===== config.mk =====
export PLATFORM = sky130hd
export DESIGN_NAME = char_lcd_nibble_sequencer
export DESIGN_NICKNAME = d
export VERILOG_FILES = /design/src/rtl/clns_pkg.sv /design/src/rtl/char_lcd_nibble_sequencer.sv /design/src/rtl/clns_front.sv /design/src/rtl/clns_job_queue.sv /design/src/rtl/clns_back.sv
export SDC_FILE = /design/constraint.sdc
export NUM_CORES = 1
export LEC_CHECK = 0
export BUFFER_PORTS_ARGS = -buffer_cell sky130_fd_sc_hd__buf_2
export CAP_MARGIN = 15
export CORE_MARGIN = 3
export CORE_UTILIZATION = 46
export DETAILED_ROUTE_END_ITERATION = 10
export PLACE_DENSITY = 0.66
export SLEW_MARGIN = 25
export SYNTH_ARGS = -nofsm -noshare
export SYNTH_HDL_FRONTEND = slang
export SYNTH_SLANG_ARGS = --single-unit

===== constraint.sdc =====
create_clock -name clock -period 3.7 [get_ports clock]
set_clock_uncertainty 0.15 [all_clocks]
set_input_delay 0.37 -clock clock [delete_from_list [all_inputs] [get_ports clock]]
set_output_delay 0.37 -clock clock [all_outputs]
set_load 0.03 [all_outputs]

===== src/rtl/clns_pkg.sv =====
// Shared types, command codes and strobe tables for the character LCD nibble sequencer.
// No dependencies; every other rtl file imports this package.
package clns_pkg;

   // Command codes on req_command
   localparam logic [2:0] CMD_INIT           = 3'd0;
   localparam logic [2:0] CMD_WRITE_CHAR     = 3'd1;
   localparam logic [2:0] CMD_CLEAR          = 3'd2;
   localparam logic [2:0] CMD_GOTO_TRACKED   = 3'd3;
   localparam logic [2:0] CMD_GOTO_UNTRACKED = 3'd4;
   localparam logic [2:0] CMD_CURSOR_ON      = 3'd5;
   localparam logic [2:0] CMD_CURSOR_OFF     = 3'd6;
   localparam logic [2:0] CMD_GLYPH_ROW      = 3'd7;

   // Configuration register indexes
   localparam logic [1:0] CSR_LINE0_BASE = 2'd0;
   localparam logic [1:0] CSR_LINE1_BASE = 2'd1;

   localparam logic [6:0] LINE0_BASE_RESET = 7'd0;
   localparam logic [6:0] LINE1_BASE_RESET = 7'd64;

   // Controller instruction bytes
   localparam logic [7:0] INSTR_FUNCTION_SET = 8'b0010_1000;
   localparam logic [7:0] INSTR_DISPLAY_OFF  = 8'b0000_1000;
   localparam logic [7:0] INSTR_CLEAR        = 8'b0000_0001;
   localparam logic [7:0] INSTR_CURSOR_LINE  = 8'b0000_1110;
   localparam logic [7:0] INSTR_ENTRY_MODE   = 8'b0000_0110;
   localparam logic [7:0] INSTR_CURSOR_BLOCK = 8'b0000_1111;
   localparam logic [7:0] INSTR_CURSOR_OFF   = 8'b0000_1100;
   localparam logic [7:0] INSTR_HOME_ADDR    = 8'b1000_0000;
   localparam logic [7:0] INSTR_SET_DDRAM    = 8'h80;
   localparam logic [7:0] INSTR_SET_CGRAM    = 8'h40;
   localparam logic [7:0] GLYPH_ROW_MASK     = 8'b0001_1111;

   // Timing in units of 10 instruction cycles
   localparam logic [3:0]  HI_EN         = 4'd8;
   localparam logic [13:0] HI_WAIT       = 14'd8;
   localparam logic [3:0]  LO_EN         = 4'd7;
   localparam logic [13:0] LO_WAIT       = 14'd22;
   localparam logic [3:0]  WAKE_EN       = 4'd3;
   localparam logic [13:0] WAKE_WAIT     = 14'd3003;
   localparam logic [13:0] POWER_UP_WAIT = 14'd10000;
   localparam logic [13:0] SETUP_EXTRA   = 14'd3000;
   localparam logic [13:0] CLEAR_EXTRA   = 14'd1500;
   localparam logic [3:0]  WAKE_NIB_8BIT = 4'h3;
   localparam logic [3:0]  WAKE_NIB_4BIT = 4'h2;

   // Sequencer step numbers
   localparam logic [4:0] INIT_LAST_STEP   = 5'd18;
   localparam logic [4:0] INIT_WAKE_LAST   = 5'd3;
   localparam logic [4:0] INIT_4BIT_STEP   = 5'd4;
   localparam logic [4:0] INIT_SETUP_FIRST = 5'd5;
   localparam logic [4:0] INIT_SETUP_LAST  = 5'd14;
   localparam logic [4:0] INIT_CLEAR_FIRST = 5'd15;
   localparam logic [4:0] CLEAR_LAST_STEP  = 5'd3;
   localparam logic [4:0] ONE_LAST_STEP    = 5'd1;
   localparam logic [4:0] TWO_LAST_STEP    = 5'd3;

   typedef enum logic [1:0] {
      JOB_INIT,
      JOB_CLEAR,
      JOB_ONE_BYTE,
      JOB_TWO_BYTES
   } job_kind_type;

   // Classified command handed from front to back
   typedef struct packed {
      job_kind_type kind;
      logic         rs0;
      logic [7:0]   byte0;
      logic         rs1;
      logic [7:0]   byte1;
      logic [5:0]   cursor_col;
      logic         cursor_line;
   } job_type;

   // One bus strobe or wait item
   typedef struct packed {
      logic        strobe_res;
      logic        rs;
      logic [3:0]  nibble;
      logic [3:0]  enable_units;
      logic [13:0] wait_units;
      logic        last;
      logic [5:0]  cursor_col;
      logic        cursor_line;
   } item_type;

   // One half of a byte: high nibble first, low nibble carries the settle time
   function automatic item_type byte_item(logic rs, logic [7:0] b, logic lo,
                                          logic [13:0] extra);
      item_type it;
      it              = '0;
      it.strobe_res   = 1'b1;
      it.rs           = rs;
      it.nibble       = lo ? b[3:0] : b[7:4];
      it.enable_units = lo ? LO_EN : HI_EN;
      it.wait_units   = lo ? LO_WAIT + extra : HI_WAIT;
      return it;
   endfunction

   function automatic logic [7:0] setup_byte(logic [2:0] idx);
      logic [7:0] b;
      unique case (idx)
         3'd0:    b = INSTR_FUNCTION_SET;
         3'd1:    b = INSTR_DISPLAY_OFF;
         3'd2:    b = INSTR_CLEAR;
         3'd3:    b = INSTR_CURSOR_LINE;
         default: b = INSTR_ENTRY_MODE;
      endcase
      return b;
   endfunction

   // Clear display, then home address; four nibbles
   function automatic item_type clear_item(logic [1:0] s);
      item_type it;
      if (s[1]) begin
         it = byte_item(1'b0, INSTR_HOME_ADDR, s[0], 14'd0);
      end else begin
         it = byte_item(1'b0, INSTR_CLEAR, s[0], CLEAR_EXTRA);
      end
      return it;
   endfunction

   function automatic logic [4:0] last_step(job_kind_type kind);
      logic [4:0] s;
      unique case (kind)
         JOB_INIT:      s = INIT_LAST_STEP;
         JOB_CLEAR:     s = CLEAR_LAST_STEP;
         JOB_ONE_BYTE:  s = ONE_LAST_STEP;
         JOB_TWO_BYTES: s = TWO_LAST_STEP;
         default:       s = ONE_LAST_STEP;
      endcase
      return s;
   endfunction

   // Item produced for a given job at a given step
   function automatic item_type make_item(job_type job, logic [4:0] step);
      item_type   it;
      logic [4:0] rel;
      rel = '0;
      unique case (job.kind)
         JOB_INIT: begin
            if (step == 5'd0) begin
               it            = '0;
               it.wait_units = POWER_UP_WAIT;
            end else if (step <= INIT_WAKE_LAST) begin
               it              = '0;
               it.strobe_res   = 1'b1;
               it.nibble       = WAKE_NIB_8BIT;
               it.enable_units = WAKE_EN;
               it.wait_units   = WAKE_WAIT;
            end else if (step == INIT_4BIT_STEP) begin
               it              = '0;
               it.strobe_res   = 1'b1;
               it.nibble       = WAKE_NIB_4BIT;
               it.enable_units = WAKE_EN;
               it.wait_units   = WAKE_WAIT;
            end else if (step <= INIT_SETUP_LAST) begin
               rel = step - INIT_SETUP_FIRST;
               it  = byte_item(1'b0, setup_byte(rel[3:1]), rel[0], SETUP_EXTRA);
            end else begin
               rel = step - INIT_CLEAR_FIRST;
               it  = clear_item(rel[1:0]);
            end
         end
         JOB_CLEAR:    it = clear_item(step[1:0]);
         JOB_ONE_BYTE: it = byte_item(job.rs0, job.byte0, step[0], 14'd0);
         default: begin
            if (step[1]) begin
               it = byte_item(job.rs1, job.byte1, step[0], 14'd0);
            end else begin
               it = byte_item(job.rs0, job.byte0, step[0], 14'd0);
            end
         end
      endcase
      it.last        = (step == last_step(job.kind));
      it.cursor_col  = job.cursor_col;
      it.cursor_line = job.cursor_line;
      return it;
   endfunction

endpackage


===== src/rtl/char_lcd_nibble_sequencer.sv =====
// Top level of the character LCD 4-bit bus sequencer.
// Depends on clns_pkg, clns_front, clns_job_queue and clns_back.
//
// Each accepted command is turned into a list of 4-bit bus strobe items, delivered one
// per cycle on the result queue while the result buffer is not full: init gives 19 items,
// clear and glyph row 4, every other command 2; the last item of a command has rsp_last
// set and all items carry the tracked cursor after that command. The sequencer's step
// counter emits one item per cycle unless the result buffer is full, so a command holds
// the sequencer until its last item is emitted. A command is registered in the job queue
// and each item in the result buffer before it can be popped. Two commands can wait in
// the job queue and two items in the result buffer. Line base registers are written
// through the csr port, which is always ready; writes past the line one base are ignored.
module char_lcd_nibble_sequencer
   import clns_pkg::*;
(
   input  logic        clock,
   input  logic        reset,
   input  logic        csr_valid,
   output logic        csr_ready,
   input  logic [1:0]  csr_index,
   input  logic [6:0]  csr_data,
   input  logic        push,
   output logic        full,
   input  logic [2:0]  req_command,
   input  logic [7:0]  req_char_byte,
   input  logic [5:0]  req_col,
   input  logic        req_line,
   input  logic        req_block_cursor,
   input  logic [2:0]  req_glyph_slot,
   input  logic [2:0]  req_glyph_line,
   input  logic [7:0]  req_glyph_bits,
   output logic        empty,
   input  logic        pop,
   output logic        rsp_strobe_res,
   output logic        rsp_rs,
   output logic [3:0]  rsp_nibble,
   output logic [3:0]  rsp_enable_units,
   output logic [13:0] rsp_wait_units,
   output logic        rsp_last,
   output logic [5:0]  rsp_cursor_col,
   output logic        rsp_cursor_line
);

   job_type  new_job;
   job_type  head_job;
   logic     accept;
   logic     queue_empty;
   logic     job_pop;
   item_type rsp_item;

   assign accept = push & ~full;

   // Front end: classify and track cursor
   clns_front u_front (
      .clock            (clock),
      .reset            (reset),
      .csr_valid        (csr_valid),
      .csr_ready        (csr_ready),
      .csr_index        (csr_index),
      .csr_data         (csr_data),
      .accept           (accept),
      .req_command      (req_command),
      .req_char_byte    (req_char_byte),
      .req_col          (req_col),
      .req_line         (req_line),
      .req_block_cursor (req_block_cursor),
      .req_glyph_slot   (req_glyph_slot),
      .req_glyph_line   (req_glyph_line),
      .req_glyph_bits   (req_glyph_bits),
      .job              (new_job)
   );

   // Job queue decouples front from sequencer
   clns_job_queue u_job_queue (
      .clock    (clock),
      .reset    (reset),
      .push     (accept),
      .push_job (new_job),
      .full     (full),
      .pop      (job_pop),
      .empty    (queue_empty),
      .head     (head_job)
   );

   // Back end: strobe sequencer and result buffer
   clns_back u_back (
      .clock     (clock),
      .reset     (reset),
      .job_valid (~queue_empty),
      .job       (head_job),
      .job_pop   (job_pop),
      .rsp_pop   (pop),
      .rsp_empty (empty),
      .rsp_item  (rsp_item)
   );

   assign rsp_strobe_res   = rsp_item.strobe_res;
   assign rsp_rs           = rsp_item.rs;
   assign rsp_nibble       = rsp_item.nibble;
   assign rsp_enable_units = rsp_item.enable_units;
   assign rsp_wait_units   = rsp_item.wait_units;
   assign rsp_last         = rsp_item.last;
   assign rsp_cursor_col   = rsp_item.cursor_col;
   assign rsp_cursor_line  = rsp_item.cursor_line;

endmodule


===== src/rtl/clns_front.sv =====
// Front end: holds line base registers and tracked cursor, classifies each command into a job.
// Depends on clns_pkg.
module clns_front
   import clns_pkg::*;
(
   input  logic       clock,
   input  logic       reset,
   input  logic       csr_valid,
   output logic       csr_ready,
   input  logic [1:0] csr_index,
   input  logic [6:0] csr_data,
   input  logic       accept,
   input  logic [2:0] req_command,
   input  logic [7:0] req_char_byte,
   input  logic [5:0] req_col,
   input  logic       req_line,
   input  logic       req_block_cursor,
   input  logic [2:0] req_glyph_slot,
   input  logic [2:0] req_glyph_line,
   input  logic [7:0] req_glyph_bits,
   output job_type    job
);

   logic [6:0] line0_base_ff, line0_base_in;
   logic [6:0] line1_base_ff, line1_base_in;
   logic [5:0] tracked_col_ff, tracked_col_in;
   logic       tracked_line_ff, tracked_line_in;
   logic [6:0] base;
   logic [6:0] addr;
   logic       csr_write;

   assign csr_ready = 1'b1;
   assign csr_write = csr_valid & csr_ready;

   // Line base registers; indexes past the list are dropped
   always_comb begin
      line0_base_in = line0_base_ff;
      line1_base_in = line1_base_ff;
      if (csr_write && csr_index == CSR_LINE0_BASE) begin
         line0_base_in = csr_data;
      end
      if (csr_write && csr_index == CSR_LINE1_BASE) begin
         line1_base_in = csr_data;
      end
   end

   // Display address for goto, wraps mod 128
   assign base = req_line ? line1_base_ff : line0_base_ff;
   assign addr = 7'({1'b0, req_col} + base);

   // Tracked cursor follows goto tracked, clear and init
   always_comb begin
      tracked_col_in  = tracked_col_ff;
      tracked_line_in = tracked_line_ff;
      if (accept) begin
         if (req_command == CMD_GOTO_TRACKED) begin
            tracked_col_in  = req_col;
            tracked_line_in = req_line;
         end else if (req_command == CMD_INIT || req_command == CMD_CLEAR) begin
            tracked_col_in  = '0;
            tracked_line_in = 1'b0;
         end
      end
   end

   // Classify the command
   always_comb begin
      job             = '0;
      job.cursor_col  = tracked_col_in;
      job.cursor_line = tracked_line_in;
      unique case (req_command)
         CMD_INIT:  job.kind = JOB_INIT;
         CMD_CLEAR: job.kind = JOB_CLEAR;
         CMD_WRITE_CHAR: begin
            job.kind  = JOB_ONE_BYTE;
            job.rs0   = 1'b1;
            job.byte0 = req_char_byte;
         end
         CMD_GOTO_TRACKED, CMD_GOTO_UNTRACKED: begin
            job.kind  = JOB_ONE_BYTE;
            job.byte0 = INSTR_SET_DDRAM | {1'b0, addr};
         end
         CMD_CURSOR_ON: begin
            job.kind  = JOB_ONE_BYTE;
            job.byte0 = req_block_cursor ? INSTR_CURSOR_BLOCK : INSTR_CURSOR_LINE;
         end
         CMD_CURSOR_OFF: begin
            job.kind  = JOB_ONE_BYTE;
            job.byte0 = INSTR_CURSOR_OFF;
         end
         default: begin
            job.kind  = JOB_TWO_BYTES;
            job.byte0 = INSTR_SET_CGRAM | {2'b00, req_glyph_slot, req_glyph_line};
            job.rs1   = 1'b1;
            job.byte1 = req_glyph_bits & GLYPH_ROW_MASK;
         end
      endcase
   end

   always_ff @(posedge clock) begin
      if (reset) begin
         line0_base_ff   <= LINE0_BASE_RESET;
         line1_base_ff   <= LINE1_BASE_RESET;
         tracked_col_ff  <= '0;
         tracked_line_ff <= 1'b0;
      end else begin
         line0_base_ff   <= line0_base_in;
         line1_base_ff   <= line1_base_in;
         tracked_col_ff  <= tracked_col_in;
         tracked_line_ff <= tracked_line_in;
      end
   end

endmodule


===== src/rtl/clns_job_queue.sv =====
// Two-entry queue of classified jobs between front end and sequencer.
// Depends on clns_pkg.
module clns_job_queue
   import clns_pkg::*;
(
   input  logic    clock,
   input  logic    reset,
   input  logic    push,
   input  job_type push_job,
   output logic    full,
   input  logic    pop,
   output logic    empty,
   output job_type head
);

   job_type    entry_ff [2];
   logic       wr_ptr_ff, wr_ptr_in;
   logic       rd_ptr_ff, rd_ptr_in;
   logic [1:0] count_ff, count_in;
   logic       do_push, do_pop;

   assign full    = (count_ff == 2'd2);
   assign empty   = (count_ff == 2'd0);
   assign head    = entry_ff[rd_ptr_ff];
   assign do_push = push & ~full;
   assign do_pop  = pop & ~empty;

   // Pointer and fill bookkeeping
   always_comb begin
      wr_ptr_in = do_push ? ~wr_ptr_ff : wr_ptr_ff;
      rd_ptr_in = do_pop ? ~rd_ptr_ff : rd_ptr_ff;
      count_in  = count_ff + 2'(do_push) - 2'(do_pop);
   end

   always_ff @(posedge clock) begin
      if (reset) begin
         wr_ptr_ff <= 1'b0;
         rd_ptr_ff <= 1'b0;
         count_ff  <= '0;
      end else begin
         wr_ptr_ff <= wr_ptr_in;
         rd_ptr_ff <= rd_ptr_in;
         count_ff  <= count_in;
      end
   end

   always_ff @(posedge clock) begin
      if (do_push) begin
         entry_ff[wr_ptr_ff] <= push_job;
      end
   end

endmodule


===== src/rtl/clns_back.sv =====
// Back end: steps a job into a two-entry result buffer, one strobe item per cycle unless it is full.
// Depends on clns_pkg.
module clns_back
   import clns_pkg::*;
(
   input  logic     clock,
   input  logic     reset,
   input  logic     job_valid,
   input  job_type  job,
   output logic     job_pop,
   input  logic     rsp_pop,
   output logic     rsp_empty,
   output item_type rsp_item
);

   item_type   buf_ff [2];
   logic       wr_ptr_ff, wr_ptr_in;
   logic       rd_ptr_ff, rd_ptr_in;
   logic [1:0] count_ff, count_in;
   logic [4:0] step_ff, step_in;
   item_type   item_next;
   logic       emit;
   logic       take;

   // Generate the item for the current step
   assign item_next = make_item(job, step_ff);
   assign emit      = job_valid && (count_ff != 2'd2);
   assign job_pop   = emit && item_next.last;
   assign take      = rsp_pop && (count_ff != 2'd0);

   // Step counter walks the job's item list
   always_comb begin
      step_in = step_ff;
      if (emit) begin
         step_in = item_next.last ? 5'd0 : step_ff + 5'd1;
      end
   end

   // Result buffer bookkeeping
   always_comb begin
      wr_ptr_in = emit ? ~wr_ptr_ff : wr_ptr_ff;
      rd_ptr_in = take ? ~rd_ptr_ff : rd_ptr_ff;
      count_in  = count_ff + 2'(emit) - 2'(take);
   end

   assign rsp_empty = (count_ff == 2'd0);
   assign rsp_item  = buf_ff[rd_ptr_ff];

   always_ff @(posedge clock) begin
      if (reset) begin
         step_ff   <= '0;
         wr_ptr_ff <= 1'b0;
         rd_ptr_ff <= 1'b0;
         count_ff  <= '0;
      end else begin
         step_ff   <= step_in;
         wr_ptr_ff <= wr_ptr_in;
         rd_ptr_ff <= rd_ptr_in;
         count_ff  <= count_in;
      end
   end

   always_ff @(posedge clock) begin
      if (emit) begin
         buf_ff[wr_ptr_ff] <= item_next;
      end
   end

   // Step never runs past the longest sequence
   a_step_range: assert property (@(posedge clock) disable iff (reset)
      step_ff <= INIT_LAST_STEP)
      else $error("sequencer step out of range");

   // Final item of a job restarts the step counter
   a_last_restart: assert property (@(posedge clock) disable iff (reset)
      emit && item_next.last |=> step_ff == 5'd0)
      else $error("step not restarted after last item");

   // Buffer never overfills
   a_buf_bound: assert property (@(posedge clock) disable iff (reset)
      count_ff <= 2'd2)
      else $error("result buffer overflow");

   // A job is only released on its last item
   a_pop_on_last: assert property (@(posedge clock) disable iff (reset)
      job_pop |-> emit && item_next.last)
      else $error("job released early");

endmodule

* Yosys cells after proc, flatten, opt, wreduce, memory -nomap -nowiden
Memory sizes are Yosys's and may differ from the RTL's. A register that Yosys moved wholly into a read port is not among the register bits.
Cells that the tools add are included.
Widths: inputs -> output; s select.
** Storage, ports and cells
- Flip-flop bits (word level) :: 34
- Bits in writable memories :: 118
- Output and inout port bits :: 35
- Memories kept :: 2
** Cells by class
- $add $sub $neg :: 8
- Order comparisons :: 2
- Eq/ne operators :: 17
- Muxes and demuxes :: 46
- Bitwise gates (word level) :: 9
- Reduce and logical (&&, ||, !) cells :: 19
** Memory list
- u_back.buf_ff :: depth 2, width 32, rd ports 1, clocked after memory_dff 1, wr ports 1, line clns_back.sv:16 : item_type buf_ff [2];
- u_job_queue.entry_ff :: depth 2, width 27, rd ports 1, clocked after memory_dff 1, wr ports 1, line clns_job_queue.sv:16 : job_type entry_ff [2];
** Operators by type and width (number)
- $mux 32 :: 4
- $pmux 32 s3 :: 1
- $mux 30 :: 2
- $pmux 8 s5 :: 1
- $mux 4 :: 8
- $mux 31 :: 1
- $pmux 6 s4 :: 1
- $mux 11 :: 2
- $mux 6 :: 3
- $mux 1 :: 15
- $mux 5 :: 3
- $pmux 5 s3 :: 1
- $eq 3x2->1 const B :: 4
- $mux 12 :: 1
- $eq 3x3->1 const B :: 3
- $mux 9 :: 1
- $logic_not 2->1 :: 4
- $add 6x7->7 :: 1
- $mux 7 :: 1
- $reduce_or 7->1 :: 1
- $eq 2x2->1 const B :: 3
- $eq 3x1->1 const B :: 2
- $logic_not 3->1 :: 2
- $not 1->1 :: 6
- 19 further kinds :: 30

* Logic depth before layout (Yosys ltp)
- Depth after elaboration :: 9
- Mapped depth :: 13
- Gate-level depth less buffers :: 11

* Cells and area by module
A second synthesis with hierarchy kept.
** Second synthesis, totals
- Cells, all modules :: 579
- Area total of the unflattened synthesis :: 7270.7 µm²
** By module, submodules not included
- clns_back :: times used 1, cells each 280, area an instance 3544.6 µm², seq. area each 1941.9 µm²
- clns_job_queue :: times used 1, cells each 111, area an instance 2180.8 µm², seq. area each 1721.7 µm²
- clns_front :: times used 1, cells each 186, area an instance 1527.7 µm², seq. area each 420.4 µm²
- char_lcd_nibble_sequencer :: times used 1, cells each 2, area an instance 17.5 µm², seq. area each 0.0 µm²

* Worst setup path after synthesis
Ideal clock, no wire load.
- Kind :: reg-to-reg
- Start :: register with a tool-made name
- End :: register u_job_queue.count_ff[1]
- Data arrival time :: 2.553 ns
- Path slack :: 0.870 ns
- Cell stages (with the launch flop) :: 14
- Path through :: dfxtp_1 -> buf_4 -> buf_4 -> mux2i_1 -> inv_1 -> ha_1 -> xor2_1 -> and4_1 -> ha_1 -> inv_1 -> ha_1 -> xor2_1 -> xnor2_1 -> nor2_1
** RTL lines
- to (signal assigned) :: line clns_job_queue.sv:43 : count_ff <= count_in;
- to (decl) :: line clns_job_queue.sv:19 : logic [1:0] count_ff, count_in;

==> flow_metrics.tcl <==
set metrics [dict create \
    grtUsageTotal 0.166 \
    ir_worst_vdd_uv 392 \
    rsz0062_at_grt "false" \
    synth_async_sr_flop_share 0 \
    ant_nets 0 \
    avgSynthCellArea_um2 12.9 \
    synth_common_cells "106 x edfxtp_1, 49 x nor2_1, 45 x mux2_2" \
    start_kind "register" \
    whs_ns 0.0555 \
    cts_root_buffer "clkbuf_16" \
    ys.flop_type "edfxtp_1" \
    drt-total-wl_um 12500 \
    start_util 0.475 \
    dp_cells 757 \
    ctsResizeCount 0 \
    overflow 0 \
    num_rows 43 \
    min_from "csr_data[1]" \
    clkTransAtPathRegs_ns 0.06 \
    tritoncts "done" \
    busiest_layer "met2" \
    antenna_found_initial 0 \
    ys_seq_elements 142 \
    fmax_ghz 0.332 \
    hold-path-cell-count 3 \
    grt_pass1_vias 4228 \
    met1_usage 0.222 \
    hold_viol_final 0 \
    slew_headroom 0.569 \
    grt_max_degree 33 \
    status "completed" \
    die_h_um 126 \
    dieArea_mm2 0.0160 \
    area_delta_synth_final_pct 17.9 \
    slew_violations 0 \
    period_share 0.813 \
    grt_first_pass_wirelength_um 21100 \
    synth_warnings 0 \
    critPathCaptureType "register" \
    ios 82 \
    clk_latency_ns 0.41 \
    syn_inst 519 \
    drt_iter0_drc 240 \
    cts_buffer_depth 2 \
    wire_per_inst_um 15.8 \
    syn_area_mm2 0.00668 \
    tightest_slew_ns 0.645 \
    yosysMostFrequentCell "edfxtp_1" \
    hold_end "u_front.line1_base_ff[1]" \
    setup_viol 0 \
    die_w_um 126 \
    seq_area_frac_synth 0.585 \
    place_congestion 0.841 \
    fin_crit_ns 3.01 \
    power_mw 5.73 \
    drc_errors 0 \
    power_density_mw_per_mm2 729 \
    leakagePower_nw 3.07 \
    ys_types 65 \
    numCtsBuffers 17 \
    met3_usage 0.0408 \
    r2r-end "u_back.buf_ff[0][27]" \
    nNetsFinal 664 \
    vias 4199 \
    critPathKind "register to register" \
    htree_num_levels 4 \
    post-cts-setup-buffers 0 \
    met2_usage 0.262 \
    drt-vias-per-instance 5.32 \
    port_buffers 76 \
    firstDrtPassIters 4 \
    cp_data_required_time_ns 3.70 \
    dp_hpwl_um 8750 \
    floorplan.core_area_mm2 0.0140 \
    critPathMaxFanout 16 \
    arrival_ns 3.01 \
    layout-drive-gt1-share 0.294 \
    stdcell_count 789 \
    yosys-top-cells-area "edfxtp_1 48%, dfxtp_1 11%, mux2_2 7.6%" \
    regToRegStartpoint "u_back.step_ff[1]" \
    clock_sinks 142 \
    synth_edf_count 106 \
    hp-class "input port to register" \
    timing.setup.tns_ns 0 \
    maxCapViolCount 0 \
    reg2reg_slack_ns 0.69 \
    syn-num-nets 587 \
    reg2reg_depth 7 \
    yosysTopAreaCell "edfxtp_1" \
    yosys.area.top_type_share 0.477 \
    ctsHoldBuffers 0 \
    antenna_cells 0 \
]
## how the worst max path moves through the flow
| stage | cells after the start | start | end | slack (ns) |
|---|---|---|---|---|
| final | 7 | u_back.step_ff[1] | u_back.buf_ff[0][27] | 0.69 |
| after detailed placement | 7 | u_back.step_ff[1] | u_back.buf_ff[0][27] | 0.77 |
| after floorplan | 13 | register | u_job_queue.count_ff[1] | 0.87 |
| after CTS | 7 | u_back.step_ff[1] | u_back.buf_ff[0][27] | 0.75 |
| after global routing | 7 | u_back.step_ff[1] | u_back.buf_ff[0][27] | 0.57 |
| after global placement | 7 | u_back.step_ff[1] | u_back.buf_ff[0][27] | 0.88 |
## through the flow
stage,util,setup slack (ns),instance area [µm²]
global route,0.560,0.565,7870
floorplan,-,0.870,6680
finish,0.560,0.691,7870
detailed placement,0.513,0.775,7200
CTS,0.560,0.753,7870
global placement,0.513,0.879,7200
## worst max-delay path: stages (launching register included)
cell and delay [ns]:
dfxtp_1 0.72, inv_1 0.33, ha_1 0.47, o21a_1 0.13, o32ai_1 0.07, o21ai_0 0.33
a31oi_1 0.21, a221o_1 0.34
## sequential cells by signal, summed over array words and instances (netlist names), named ones only
signal / cells
u_job_queue.count_ff: 2
u_job_queue.rd_ptr_ff: 1
u_job_queue.wr_ptr_ff: 1
u_back.wr_ptr_ff: 1
u_back.buf_ff: 58
u_job_queue.entry_ff: 48
u_front.tracked_line_ff: 1
u_front.tracked_col_ff: 6
u_front.line1_base_ff: 7
u_front.line0_base_ff: 7
u_back.count_ff: 2
u_back.step_ff: 5
u_back.rd_ptr_ff: 1
## logic make-up after synthesis
| family | share of synthesized area |
|---|---|
| buffers and inverters | 0.0315 |
| xor gates and xnor gates | 0.0223 |
| muxes | 0.131 |
| DFF | 0.585 |
| and+or+nand+nor | 0.102 |
| AOI/OAI and AO/OA | 0.0866 |
| adders and majority gates | 0.0405 |
| other | 0.00113 |
## area by class of cell
type / count / area [µm²]
fill: 1147 / 6170
inverter: 17 / 63.8
timing repair buffer: 84 / 440
sequential: 142 / 3900
multi-input combinational: 334 / 2570
clock inverter: 14 / 239
clock buffer: 18 / 429
tap: 180 / 225
## cells in the final DEF (no fill, tap or decap), types with 5 or more instances in the layout
master       n
nor2_1      46
a22o_1       9
mux2_2      45
buf_2       76
ha_1        20
inv_1       16
nand2_1     18
nand3_1      5
a21oi_1     19
nor3_1       9
nor2b_1     14
xor2_1       6
o21ai_0     17
dfxtp_1     36
clkbuf_16   17
mux2i_1     22
mux4_2       6
edfxtp_1   106
xnor2_1     11
buf_4        8
and2_1       8
nand2b_1     8
bufinv_16    6
## metal layers
layer	wire length, µm	part of all wire
met5	0	0
met4	201	0.016
met3	613	0.049
met2	5900	0.47
met1	5740	0.46
## power by group
part           total, mW  switching, mW  internal (mW)
clock network       1.89          0.627           1.26
registers           2.18         0.0855           2.09
logic               1.67           1.08          0.590
total               5.73           1.79           3.94
Power figures use the tool's default switching activity.
